File: src/design/led_pmc_pkg.sv
// ----------------------------------------------------------------------------
// led_pmc_pkg
// Shared codes and command-word tables for the LED pattern mode controller.
// ----------------------------------------------------------------------------
package led_pmc_pkg;

   // item kinds carried in req_tuser
   localparam logic [1:0] OP_TICK  = 2'd0;
   localparam logic [1:0] OP_PRESS = 2'd1;
   localparam logic [1:0] OP_BYTE  = 2'd2;

   // pattern modes
   localparam logic [2:0] MODE_ALL_ON  = 3'd0;
   localparam logic [2:0] MODE_ALL_OFF = 3'd1;
   localparam logic [2:0] MODE_UP      = 3'd2;
   localparam logic [2:0] MODE_DOWN    = 3'd3;
   localparam logic [2:0] MODE_BLOOM   = 3'd4;
   localparam logic [2:0] MODE_WILT    = 3'd5;

   // line terminators
   localparam logic [7:0] CHAR_LF  = 8'h0A;
   localparam logic [7:0] CHAR_CR  = 8'h0D;
   localparam logic [7:0] CHAR_NUL = 8'h00;

   // command words, one per mode 0..3, padded with NUL
   localparam int          WORD_COUNT = 4;
   localparam int          WORD_MAX   = 12;
   localparam logic [0:WORD_COUNT-1][0:WORD_MAX-1][7:0] CMD_WORDS = '{
      '{"l", "e", "d", "_", "a", "l", "l", "_", "o", "n", 8'h00, 8'h00},
      '{"l", "e", "d", "_", "a", "l", "l", "_", "o", "f", "f", 8'h00},
      '{"l", "e", "d", "_", "u", "p", "_", "o", "n", 8'h00, 8'h00, 8'h00},
      '{"l", "e", "d", "_", "d", "o", "w", "n", "_", "o", "n", 8'h00}
   };
   localparam logic [0:WORD_COUNT-1][3:0] CMD_LENGTHS = '{4'd10, 4'd11, 4'd9, 4'd11};

   // base patterns for the walking and flower modes
   localparam logic [7:0] WALK_UP_BASE    = 8'h01;
   localparam logic [7:0] WALK_DOWN_BASE  = 8'h80;
   localparam logic [7:0] FLOWER_HI_BASE  = 8'h10;
   localparam logic [7:0] FLOWER_LO_BASE  = 8'h08;
   localparam logic [15:0] PERIOD_RESET   = 16'd100;
   localparam logic [15:0] TICKS_MAX      = 16'hFFFF;

endpackage

File: src/design/led_pattern_mode_controller.sv
// ----------------------------------------------------------------------------
// led_pattern_mode_controller
// Eight-LED pattern generator; mode set by button presses or serial commands.
// ----------------------------------------------------------------------------
//
// channel  | direction | transfer contents
// ---------+-----------+--------------------------------------------------
// req_     | in        | tuser: item kind, tdata: received serial byte
// rsp_     | out       | tdata: led_pattern, mode_valid, mode
// csr_     | in        | step_period write, always accepted
//
// One item every cycle while rsp is not stalled. A req transfer loads the input
// register, then the state update from the input register loads the result
// register. A stalled rsp holds the result and the input register, req_tready
// stays high while the input register can drain. Reset is synchronous and
// restores every mode, position, counter and line state.
//
module led_pattern_mode_controller
   import led_pmc_pkg::*;
#(
   parameter int LINE_CAPACITY = 50
) (
   input  logic        clock,
   input  logic        reset,
   // request stream
   input  logic        req_tvalid,
   output logic        req_tready,
   input  logic [7:0]  req_tdata,   // [7:0] rx_byte
   input  logic [1:0]  req_tuser,   // [1:0] operation
   // response stream
   output logic        rsp_tvalid,
   input  logic        rsp_tready,
   output logic [15:0] rsp_tdata,   // [7:0] led_pattern, [8] mode_valid, [11:9] mode
   // step period register
   input  logic        csr_valid,
   output logic        csr_ready,
   input  logic [15:0] csr_data
);

   localparam int LEN_W = $clog2(LINE_CAPACITY);
   localparam logic [LEN_W-1:0] LEN_LIMIT = LEN_W'(LINE_CAPACITY - 1);

   // input register
   logic             in_valid_ff;
   logic [1:0]       in_op_ff;
   logic [7:0]       in_byte_ff;
   // result register valid
   logic             rsp_valid_ff;
   // configuration
   logic [15:0]      step_period_ff;
   // controller state
   logic             mode_sel_ff,    mode_sel_in;
   logic [2:0]       mode_ff,        mode_in;
   logic [7:0]       led_ff,         led_in;
   logic [2:0]       walk_up_pos_ff, walk_up_pos_in;
   logic [2:0]       walk_dn_pos_ff, walk_dn_pos_in;
   logic [1:0]       bloom_pos_ff,   bloom_pos_in;
   logic [1:0]       wilt_pos_ff,    wilt_pos_in;
   logic [15:0]      walk_ticks_ff,  walk_ticks_in;
   logic [15:0]      flower_ticks_ff, flower_ticks_in;
   logic [LEN_W-1:0] line_len_ff,    line_len_in;
   logic [3:0]       cmd_match_ff,   cmd_match_in;
   logic             line_cut_ff,    line_cut_in;

   logic             advance;
   logic [3:0]       hit;
   logic [3:0]       len_eq;
   logic [1:0]       wilt_k;

   // handshake: input register drains into the result register
   assign advance    = in_valid_ff & (~rsp_valid_ff | rsp_tready);
   assign req_tready = ~in_valid_ff | advance;
   assign csr_ready  = 1'b1;
   assign rsp_tvalid = rsp_valid_ff;
   assign rsp_tdata  = {4'b0000, mode_ff, mode_sel_ff, led_ff};
   assign wilt_k     = 2'd3 - wilt_pos_ff;

   // command lengths equal to the current line length
   always_comb begin
      for (int w = 0; w < WORD_COUNT; w++) begin
         len_eq[w] = (line_len_ff == LEN_W'(CMD_LENGTHS[w]));
      end
   end

   // next state for one item: event first, then the pattern step
   always_comb begin
      mode_sel_in     = mode_sel_ff;
      mode_in         = mode_ff;
      led_in          = led_ff;
      walk_up_pos_in  = walk_up_pos_ff;
      walk_dn_pos_in  = walk_dn_pos_ff;
      bloom_pos_in    = bloom_pos_ff;
      wilt_pos_in     = wilt_pos_ff;
      walk_ticks_in   = walk_ticks_ff;
      flower_ticks_in = flower_ticks_ff;
      line_len_in     = line_len_ff;
      cmd_match_in    = cmd_match_ff;
      line_cut_in     = line_cut_ff;
      hit             = cmd_match_ff;

      case (in_op_ff)
         OP_TICK: begin
            if (walk_ticks_ff != TICKS_MAX) walk_ticks_in = walk_ticks_ff + 16'd1;
            if (flower_ticks_ff != TICKS_MAX) flower_ticks_in = flower_ticks_ff + 16'd1;
         end
         OP_PRESS: begin
            mode_sel_in = 1'b1;
            if (!mode_sel_ff || mode_ff >= MODE_WILT) mode_in = MODE_ALL_ON;
            else mode_in = mode_ff + 3'd1;
         end
         OP_BYTE: begin
            if (in_byte_ff == CHAR_LF || in_byte_ff == CHAR_CR) begin
               // end of line: first surviving word picks the mode
               if (!line_cut_ff) hit = cmd_match_ff & len_eq;
               if (hit[0]) begin
                  mode_in = MODE_ALL_ON;  mode_sel_in = 1'b1;
               end else if (hit[1]) begin
                  mode_in = MODE_ALL_OFF; mode_sel_in = 1'b1;
               end else if (hit[2]) begin
                  mode_in = MODE_UP;      mode_sel_in = 1'b1;
               end else if (hit[3]) begin
                  mode_in = MODE_DOWN;    mode_sel_in = 1'b1;
               end
               line_len_in  = '0;
               cmd_match_in = 4'hF;
               line_cut_in  = 1'b0;
            end else if (line_len_ff < LEN_LIMIT) begin
               // characters beyond the first LINE_CAPACITY - 1 of a line are dropped
               if (!line_cut_ff) begin
                  if (in_byte_ff == CHAR_NUL) begin
                     cmd_match_in = cmd_match_ff & len_eq;
                     line_cut_in  = 1'b1;
                  end else begin
                     for (int w = 0; w < WORD_COUNT; w++) begin
                        if (!(line_len_ff < LEN_W'(CMD_LENGTHS[w]) &&
                              CMD_WORDS[w][line_len_ff[3:0]] == in_byte_ff)) begin
                           cmd_match_in[w] = 1'b0;
                        end
                     end
                  end
               end
               line_len_in = line_len_ff + 1'b1;
            end
         end
         default: ;
      endcase

      // pattern step for the current mode
      if (mode_sel_in) begin
         case (mode_in)
            MODE_ALL_ON:  led_in = 8'hFF;
            MODE_ALL_OFF: led_in = 8'h00;
            MODE_UP: begin
               if (walk_ticks_in >= step_period_ff) begin
                  walk_ticks_in  = '0;
                  led_in         = WALK_UP_BASE << walk_up_pos_ff;
                  walk_up_pos_in = walk_up_pos_ff + 3'd1;
               end
            end
            MODE_DOWN: begin
               if (walk_ticks_in >= step_period_ff) begin
                  walk_ticks_in  = '0;
                  led_in         = WALK_DOWN_BASE >> walk_dn_pos_ff;
                  walk_dn_pos_in = walk_dn_pos_ff + 3'd1;
               end
            end
            MODE_BLOOM: begin
               if (flower_ticks_in >= step_period_ff) begin
                  flower_ticks_in = '0;
                  led_in          = (FLOWER_HI_BASE << bloom_pos_ff) |
                                    (FLOWER_LO_BASE >> bloom_pos_ff);
                  bloom_pos_in    = bloom_pos_ff + 2'd1;
               end
            end
            MODE_WILT: begin
               if (flower_ticks_in >= step_period_ff) begin
                  flower_ticks_in = '0;
                  led_in          = ~((FLOWER_HI_BASE << wilt_k) |
                                      (FLOWER_LO_BASE >> wilt_k));
                  wilt_pos_in     = wilt_pos_ff + 2'd1;
               end
            end
            default: ;
         endcase
      end
   end

   // input register payload
   always_ff @(posedge clock) begin
      if (req_tvalid && req_tready) begin
         in_op_ff   <= req_tuser;
         in_byte_ff <= req_tdata;
      end
   end

   // control, configuration and controller state
   always_ff @(posedge clock) begin
      if (reset) begin
         in_valid_ff     <= 1'b0;
         rsp_valid_ff    <= 1'b0;
         step_period_ff  <= PERIOD_RESET;
         mode_sel_ff     <= 1'b0;
         mode_ff         <= MODE_ALL_ON;
         led_ff          <= 8'h00;
         walk_up_pos_ff  <= '0;
         walk_dn_pos_ff  <= '0;
         bloom_pos_ff    <= '0;
         wilt_pos_ff     <= '0;
         walk_ticks_ff   <= '0;
         flower_ticks_ff <= '0;
         line_len_ff     <= '0;
         cmd_match_ff    <= 4'hF;
         line_cut_ff     <= 1'b0;
      end else begin
         if (req_tready) in_valid_ff <= req_tvalid;
         if (advance) rsp_valid_ff <= 1'b1;
         else if (rsp_tready) rsp_valid_ff <= 1'b0;
         if (csr_valid) step_period_ff <= csr_data;
         if (advance) begin
            mode_sel_ff     <= mode_sel_in;
            mode_ff         <= mode_in;
            led_ff          <= led_in;
            walk_up_pos_ff  <= walk_up_pos_in;
            walk_dn_pos_ff  <= walk_dn_pos_in;
            bloom_pos_ff    <= bloom_pos_in;
            wilt_pos_ff     <= wilt_pos_in;
            walk_ticks_ff   <= walk_ticks_in;
            flower_ticks_ff <= flower_ticks_in;
            line_len_ff     <= line_len_in;
            cmd_match_ff    <= cmd_match_in;
            line_cut_ff     <= line_cut_in;
         end
      end
   end

endmodule

File: config.mk
export PLATFORM = sky130hd
export DESIGN_NAME = led_pattern_mode_controller
export DESIGN_NICKNAME = d
export VERILOG_FILES = /design/src/design/led_pmc_pkg.sv /design/src/design/led_pattern_mode_controller.sv
export SDC_FILE = /design/constraint.sdc
export NUM_CORES = 1
export LEC_CHECK = 0
export BUFFER_PORTS_ARGS = -buffer_cell sky130_fd_sc_hd__clkbuf_2
export CORE_AREA = 2 2 110 112
export DETAILED_ROUTE_END_ITERATION = 12
export DIE_AREA = 0 0 112 114
export GPL_TIMING_DRIVEN = 1
export PLACE_DENSITY = 0.88
export SLEW_MARGIN = 0
export SYNTH_ARGS = -nofsm -noshare
export SYNTH_HDL_FRONTEND = slang
export SYNTH_SLANG_ARGS = --single-unit
File: constraint.sdc
create_clock -name clock -period 5.3 [get_ports clock]
set_clock_uncertainty 0.1 [all_clocks]
set_input_delay 0.265 -clock clock [delete_from_list [all_inputs] [get_ports clock]]
set_output_delay 0.265 -clock clock [all_outputs]
set_load 0.01 [all_outputs]
==> results.sh, run 1 <==
export IMPL_status="finished clean"
export IMPL_cts_tree="done"
export IMPL_worstReg2RegEnd="led_ff[6]"
export IMPL_layout_setup_ws_ns=1.01
export IMPL_clk_latency_ns=0.35
export IMPL_drtIter0Drc=482
export IMPL_initial_core_util=0.579
export IMPL_pwr_share_clk=0.416
export IMPL_hold_slack_ns=0.00950
export IMPL_setup_viol=0
export IMPL_reg2reg_slack_ns=1.01
export IMPL_cts_setup_buffers=0
export IMPL_firstDrtPassIters=5
export IMPL_fin_nets=931
export IMPL_p_switching_mw=0.410
export IMPL_maxSlewHeadroom=0.418
export IMPL_whs_endpoint="in_byte_ff[7]"
export IMPL_diodes=0
export IMPL_placed_area_sq_um=7000
export IMPL_startpoint_type="flip-flop"
export IMPL_hold_start="req_tdata[7]"
export IMPL_drv_cap=0
export IMPL_path_clk_slew_ns=0.06
export IMPL_grt_pass1_wl_microns=27600
export IMPL_power_density_nw_per_um2=215
export IMPL_yosysUniqueCellTypes=75
export IMPL_path_cells="inv_1 -> ha_1 -> and4_1 -> nand4_1 -> nor3_1 -> and3_1 -> nand3_1 -> o21a_1 -> ha_1 -> and3_1 -> o2111ai_1 -> o21a_1 -> a311oi_2 -> or2_1 -> a311oi_1"
export IMPL_post_route_period_util=0.809
export IMPL_cts_root_to_sink_buffers=2
export IMPL_worstPathArrival_ns=4.39
export IMPL_yosysSeqAreaShare=0.290
export IMPL_ff2ff_path_depth=15
export IMPL_crit_path_end_kind="flip-flop"
export IMPL_avgViaCountPerCell=6.23
export IMPL_num_rows=40
export IMPL_layout_common_cells="83 x dfxtp_1, 69 x ha_1, 65 x nand2_1"
export IMPL_num_fill_cells=974
export IMPL_worstPathMaxFanout=9
export IMPL_holdPathStages=1
export IMPL_grt_pass1_vias=5820
export IMPL_fin_cells=983
export IMPL_grt_remaining_overflow=0
export IMPL_async_reset_ff_frac=0
export IMPL_portBuffers=44
export IMPL_synthesis_area_sq_um=6780
export IMPL_internal_power_mw=1.18
export IMPL_synth_warning_count=0
export IMPL_worstSetupPathType="reg -> reg"
export IMPL_core_area_sq_um=11700
export IMPL_rsz0062_at_grt="no"
export IMPL_syn2layout_area_growth_pct=9.10
export IMPL_final_setup_tns_ns=0
export IMPL_critPathMaxStageDelay_ns=0.63
export IMPL_ys_ff_latch=93
export IMPL_drv_slew=0
export IMPL_dp_cells=958
export IMPL_drive_above_1_share=0.100
export IMPL_sw_frac_of_total=0.258
export IMPL_cts_resized_gates=0
export IMPL_reg2reg_from="in_op_ff[0]"
export IMPL_utilization=0.631
export IMPL_layout_commonest_cell="dfxtp_1"
export IMPL_avgSynthCellArea_sq_um=8.36
export IMPL_stdcell_area_sq_um=7390
export IMPL_irDropWorstVdd_mv=0.176
export IMPL_dieArea_sq_um=12800
export IMPL_required_ns=5.40
export IMPL_report_final_hold_viol_count=0
export IMPL_dp_hpwl_microns=11600
export IMPL_worst_slew_pin_slew_ns=0.870
export IMPL_cp_startpoint="in_op_ff[0]"
export IMPL_numCtsBuffers=9
export IMPL_critical_path_slowest_cell="a311oi_2"
export IMPL_drc_errors=0
export IMPL_die_x_microns=112
export IMPL_period_minus_slack_ns=4.29
export IMPL_pre_cts_slack_ns=1.12
export IMPL_grt_max_degree=57
export IMPL_hold_path_class="in -> reg"
export IMPL_synth_ff_type="dfxtp_1"
export IMPL_synth_edf_count=10
export IMPL_die_y_microns=114
export IMPL_ant_nets=0
export IMPL_drt_wl_total_microns=16600
export IMPL_routedWlPerCell_microns=16.9
export IMPL_finalWeightedCongestion=0.933
export IMPL_fmax_ghz=0.233
export IMPL_p_seq_frac=0.475
export IMPL_h_tree_depth=3
export IMPL_syn_inst=810
export IMPL_p_total_mw=1.59
export IMPL_cts_root_buf="clkbuf_16"
export IMPL_antenna_found_initial=0
export IMPL_leakage_nw=2.89
export IMPL_clock_sinks=93
export IMPL_vias=6127
export IMPL_combPwrFrac=0.110
export IMPL_io_pins=50
export IMPL_grt_total_usage=0.262
area by class of cell:
cell class	count	area (sq um)	share of cell area
Clock buffer	11	243	0.0328
Clock inverter	5	57.6	0.00779
Inverter	45	169	0.0229
Multi-Input combinational cell	623	4420	0.598
Sequential cell	93	1960	0.265
Tap cell	147	184	0.0249
Timing Repair Buffer	59	355	0.0481
cell families after synthesis:
kind of cell	after synthesis	synth area share
AOI/OAI and AO/OA	213	0.225
xor gates and xnor gates	50	0.0646
adders and majority gates	69	0.127
buffers and inverters	97	0.0602
DFF	93	0.290
muxes	19	0.0290
other	2	0.00111
and+or+nand+nor	267	0.204
power by group through the flow:
stage | Sequential [mW] | Combinational (mW) | Clock [mW]
after floorplan | 0.757 | 0.128 | 0
after global placement | 0.767 | 0.160 | 0
after detailed placement | 0.768 | 0.165 | 0
after CTS | 0.753 | 0.171 | 0.663
after global routing | 0.756 | 0.192 | 0.687
final | 0.753 | 0.174 | 0.659
cells in the mapped netlist (all sizes together) (12+ instances only):
| master | instances | area share |
|---|---|---|
| and3 | 20 | 0.018 |
| and2 | 13 | 0.012 |
| a311oi | 12 | 0.016 |
| o211ai | 19 | 0.022 |
| nand3 | 26 | 0.019 |
| dfxtp | 83 | 0.25 |
| buf | 13 | 0.014 |
| ha | 69 | 0.13 |
| nor3 | 24 | 0.018 |
| a211oi | 12 | 0.015 |
| nand4 | 15 | 0.014 |
| a32o | 12 | 0.018 |
| mux2i | 14 | 0.021 |
| xnor2 | 29 | 0.037 |
| xor2 | 21 | 0.027 |
| nor2 | 52 | 0.029 |
| a31oi | 12 | 0.011 |
| a21oi | 50 | 0.037 |
| nand2 | 65 | 0.036 |
| inv | 45 | 0.025 |
| clkbuf | 39 | 0.022 |
| o21ai | 28 | 0.021 |
flip-flops by register name, indices dropped and copies added (netlist names):
| register | count |
|---|---|
| mode_sel_ff | 1 |
| rsp_tvalid | 1 |
| flower_ticks_ff | 16 |
| bloom_pos_ff | 2 |
| walk_ticks_ff | 16 |
| walk_up_pos_ff | 3 |
| line_len_ff | 6 |
| step_period_ff | 16 |
| mode_ff | 3 |
| cmd_match_ff | 4 |
| in_valid_ff | 1 |
| line_cut_ff | 1 |
| wilt_pos_ff | 2 |
| in_op_ff | 2 |
| led_ff | 8 |
| in_byte_ff | 8 |
| walk_dn_pos_ff | 3 |
layer usage:
layer | part of all wire | track usage | vias up
li1 | - | - | 3010
met1 | 0.43 | 0.336 | 2848
met2 | 0.48 | 0.448 | 228
met3 | 0.061 | 0.0388 | 41
met4 | 0.025 | 0.102 | 0
met5 | 0 | 0 | -
worst max-delay path by stage:
stage / end / slack (ns)
6_report: led_ff[6] / 1.01
5_1_grt: led_ff[6] / 0.78
4_1_cts: led_ff[6] / 1.08
3_5_place_dp: led_ff[6] / 1.12
3_3_place_gp: led_ff[6] / 1.34
2_1_floorplan: walk_ticks_ff[10] / 1.33
critical path: cells and delay by family (launching register included):
family	cells	cell delay (ns)
AO/OA/AOI/OAI	5	1.32
adder cells (fa/ha/maj)	2	0.64
buffers and inverters	1	0.10
flip-flops	1	0.40
AND/OR/NAND/NOR	7	1.57
timing repair:
action / 4_1_cts / 5_1_grt
hold buffers: 8 / 1
endpoints found under the hold margin: 8 / 1
setup endpoints to repair: 0 / 0
No activity file was read; power rests on OpenSTA's default activity.
==> run 2: changes to the inputs <==
--- a/config.mk
+++ b/config.mk
@@ -5,10 +5,11 @@
 export SDC_FILE = /design/constraint.sdc
 export NUM_CORES = 1
 export LEC_CHECK = 0
+export ABC_AREA = 1
 export BUFFER_PORTS_ARGS = -buffer_cell sky130_fd_sc_hd__clkbuf_2
-export CORE_AREA = 2 2 110 112
+export CORE_AREA = 2 2 112 114
 export DETAILED_ROUTE_END_ITERATION = 12
-export DIE_AREA = 0 0 112 114
+export DIE_AREA = 0 0 114 116
 export GPL_TIMING_DRIVEN = 1
 export PLACE_DENSITY = 0.88
 export SLEW_MARGIN = 0
==> constraint.sdc (replaced) <==
create_clock -name clock -period 4.1 [get_ports clock]
set_clock_uncertainty 0.1 [all_clocks]
set_input_delay 0.205 -clock clock [delete_from_list [all_inputs] [get_ports clock]]
set_output_delay 0.205 -clock clock [all_outputs]
set_load 0.01 [all_outputs]
==> run 2 against run 1 <==
Effect of this change:
- die area is 3.6% higher
- sequential cell count stayed put
- setup slack worse by 0.61 ns
- worst hold slack gained 0.0044 ns
- cell count increased by 24%
- highest routed layer unchanged
- synthesized cell count rose by 26%
- cell area increased by 5.9%
- non-clock buffer count grew 4
- critical path depth rose by 12
==> results.sh, run 2 <==
export IMPL_worstSetupPathType="reg -> reg"
export IMPL_grt_max_degree=46
export IMPL_io_pins=50
export IMPL_pre_cts_slack_ns=0.351
export IMPL_grt_pass1_vias=6199
export IMPL_avgViaCountPerCell=5.50
export IMPL_maxSlewHeadroom=0.425
export IMPL_use_met3=0.0455
export IMPL_cts_root_to_sink_buffers=2
export IMPL_top_regs="flower_ticks_ff (16), step_period_ff (16), walk_ticks_ff (16)"
export IMPL_grt_busiest_layer="met2"
export IMPL_combPwrFrac=0.157
export IMPL_critPathMaxStageDelay_ns=0.39
export IMPL_sw_frac_of_total=0.282
export IMPL_fin_nets=1166
export IMPL_hold_path_class="in -> reg"
export IMPL_grt_total_usage=0.264
export IMPL_pwr_share_clk=0.422
export IMPL_layout_commonest_cell="nand2_1"
export IMPL_drv_slew=0
export IMPL_post_route_period_util=0.901
export IMPL_fmax_ghz=0.271
export IMPL_cts_tree="done"
export IMPL_p_seq_frac=0.421
export IMPL_worstPathArrival_ns=3.85
export IMPL_period_minus_slack_ns=3.69
export IMPL_grtUsageMet1=0.340
export IMPL_clk_latency_ns=0.36
export IMPL_clock_sinks=93
export IMPL_antenna_found_initial=1
export IMPL_synthMostInstantiatedCell="nand2_1"
export IMPL_die_y_microns=116
export IMPL_syn_inst=1024
export IMPL_dieArea_sq_um=13200
export IMPL_synth_warning_count=0
export IMPL_ys_ff_latch=93
export IMPL_h_tree_depth=3
export IMPL_routedWlPerCell_microns=13.8
export IMPL_leakage_nw=3.72
export IMPL_initial_core_util=0.594
export IMPL_grt_pass1_wl_microns=28200
export IMPL_syn2layout_area_growth_pct=10.6
export IMPL_yosysSeqAreaShare=0.277
export IMPL_yosysUniqueCellTypes=47
export IMPL_dp_hpwl_microns=12200
export IMPL_irDropWorstVdd_mv=0.351
export IMPL_hold_slack_ns=0.0139
export IMPL_synth_area_leaders="dfxtp_1 23%, ha_1 12%, nand2_1 11%"
export IMPL_synthesis_area_sq_um=7080
export IMPL_critPathBufInv=4
export IMPL_path_delay_family="simple AND/OR/NAND/NOR gates"
export IMPL_die_x_microns=114
export IMPL_num_rows=40
export IMPL_avgSynthCellArea_sq_um=6.91
export IMPL_worst_slew_pin_slew_ns=0.861
export IMPL_utilization=0.657
export IMPL_ant_nets=0
export IMPL_drive_above_1_share=0.106
export IMPL_power_density_nw_per_um2=296
export IMPL_crit_path_end_kind="flip-flop"
export IMPL_finalWeightedCongestion=0.930
export IMPL_synth_top_area_frac=0.235
export IMPL_layout_setup_ws_ns=0.407
export IMPL_drt_wl_total_microns=16800
export IMPL_portBuffers=44
export IMPL_setup_viol=0
export IMPL_core_area_sq_um=11900
export IMPL_path_clk_slew_ns=0.07
export IMPL_startpoint_type="flip-flop"
export IMPL_final_setup_tns_ns=0
export IMPL_post_synth_top_area_cell="dfxtp_1"
export IMPL_drc_errors=0
export IMPL_worstPathMaxFanout=9
export IMPL_drv_cap=0
export IMPL_grt_remaining_overflow=0
export IMPL_async_reset_ff_frac=0
export IMPL_numCtsBuffers=9
export IMPL_synth_common_cells="215 x nand2_1, 155 x inv_1, 89 x a21oi_1"
export IMPL_rsz0062_at_grt="no"
export IMPL_grt_util_met2=0.432
export IMPL_required_ns=4.26
export IMPL_layout_common_cells="215 x nand2_1, 155 x inv_1, 89 x a21oi_1"
export IMPL_synth_edf_count=10
export IMPL_cp_common_cell="nand2_1"
export IMPL_num_fill_cells=962
export IMPL_firstDrtPassIters=5
export IMPL_cts_root_buf="clkbuf_16"
export IMPL_report_final_hold_viol_count=0
export IMPL_vias=6708
export IMPL_reg2reg_slack_ns=0.41
export IMPL_critical_path_slowest_cell="dfxtp_1"
export IMPL_internal_power_mw=1.66
export IMPL_synth_ff_type="dfxtp_1"
export IMPL_p_switching_mw=0.655
export IMPL_status="finished clean"
export IMPL_drtIter0Drc=435
==> run 2: cell types whose count changed in the layout (fill, tap and decap cells not counted), sizes merged, moves of 14 or more <==
cell   previous run  this run
nand2            65       228
o21ai            28        65
xnor2            29         4
nor2             52        84
a21oi            50        94
nand3            26        84
and3             20         0
mux2i            14         0
inv              46       163
xor2             21        38
==> run 2: cell type report <==
type                       count  area [sq um]  area share
tap                          147           184      0.0235
inverter                     161           614      0.0785
clock buffer                  11           264      0.0337
sequential                    93          1960       0.251
timing repair buffer          63           395      0.0505
antenna                        1          2.50    0.000320
clock inverter                 5          86.3      0.0110
multi-input combinational    738          4320       0.552
==> run 2: metal layers <==
metal / vias up / routed length (microns)
li1: 3404 / -
met2: 247 / 7660
met3: 43 / 982
met5: - / 0
met4: 0 / 540
met1: 3014 / 7600
==> run 2: power groups by stage <==
stage               logic, mW  registers, mW  clock network, mW
finish                  0.363          0.977              0.978
global route            0.410          0.980               1.02
CTS                     0.354          0.976              0.982
detailed placement      0.342          0.996                  0
global placement        0.334          0.996                  0
floorplan               0.271          0.992                  0
==> run 2: cells by family (layout without fill, tap and decap cells) <==
group                    count (synthesis)  count (layout)  share of synthesized area
buffers and inverters                  196             240                      0.117
flip-flops                              93              93                      0.277
adder cells (fa/ha/maj)                 69              69                      0.122
XOR/XNOR                                42              42                     0.0520
AND/OR/NAND/NOR                        439             439                      0.286
AO/OA/AOI/OAI                          183             183                      0.146
other                                    2               6                    0.00106
==> run 2: what timing repair did <==
action | 4_1_cts | 5_1_grt
gates resized for setup | 0 | 3
setup buffers | 0 | 2
endpoints found under the hold margin | 13 | 0
hold buffers | 13 | 0
endpoints found under the setup margin | 0 | 28
==> run 2: final timing paths <==
kind,startpoint,endpoint,cells after the start
worst max-delay path,flower_ticks_ff[1],led_ff[7],27
worst min-delay path,csr_data[0],step_period_ff[0],3
worst max register to register,flower_ticks_ff[1],led_ff[7],27
worst min register to register,walk_ticks_ff[5],walk_ticks_ff[5],2
==> run 2: through the flow <==
step           cell area [sq um]  total power, mW  instances
5_1_grt                     7830             2.41       1219
4_1_cts                     7790             2.31       1216
3_3_place_gp                7310             1.33       1187
6_report                    7830             2.32       1219
2_1_floorplan               7090             1.26       1027
3_5_place_dp                7310             1.34       1187
==> run 2: worst register-to-register path, cell delays in order (launching register included) <==
cell and delay [ns]:
dfxtp_1 0.39, ha_1 0.19, nand2_1 0.07, nor2_2 0.16
nand2_1 0.09, nor2_1 0.12, nand3_1 0.10, nor2_1 0.15
nand2_1 0.14, o21ai_4 0.22, inv_2 0.11, nand2_1 0.09
xor2_1 0.14, inv_1 0.07, ha_1 0.27, nand2_1 0.06
o21ai_0 0.17, nand2_1 0.08, o211ai_1 0.10, nand2_1 0.09
nand3_2 0.11, nand2_1 0.08, nand2_1 0.11, nand2_4 0.11
inv_6 0.10, nand3_1 0.08, nand2_1 0.07, inv_1 0.04
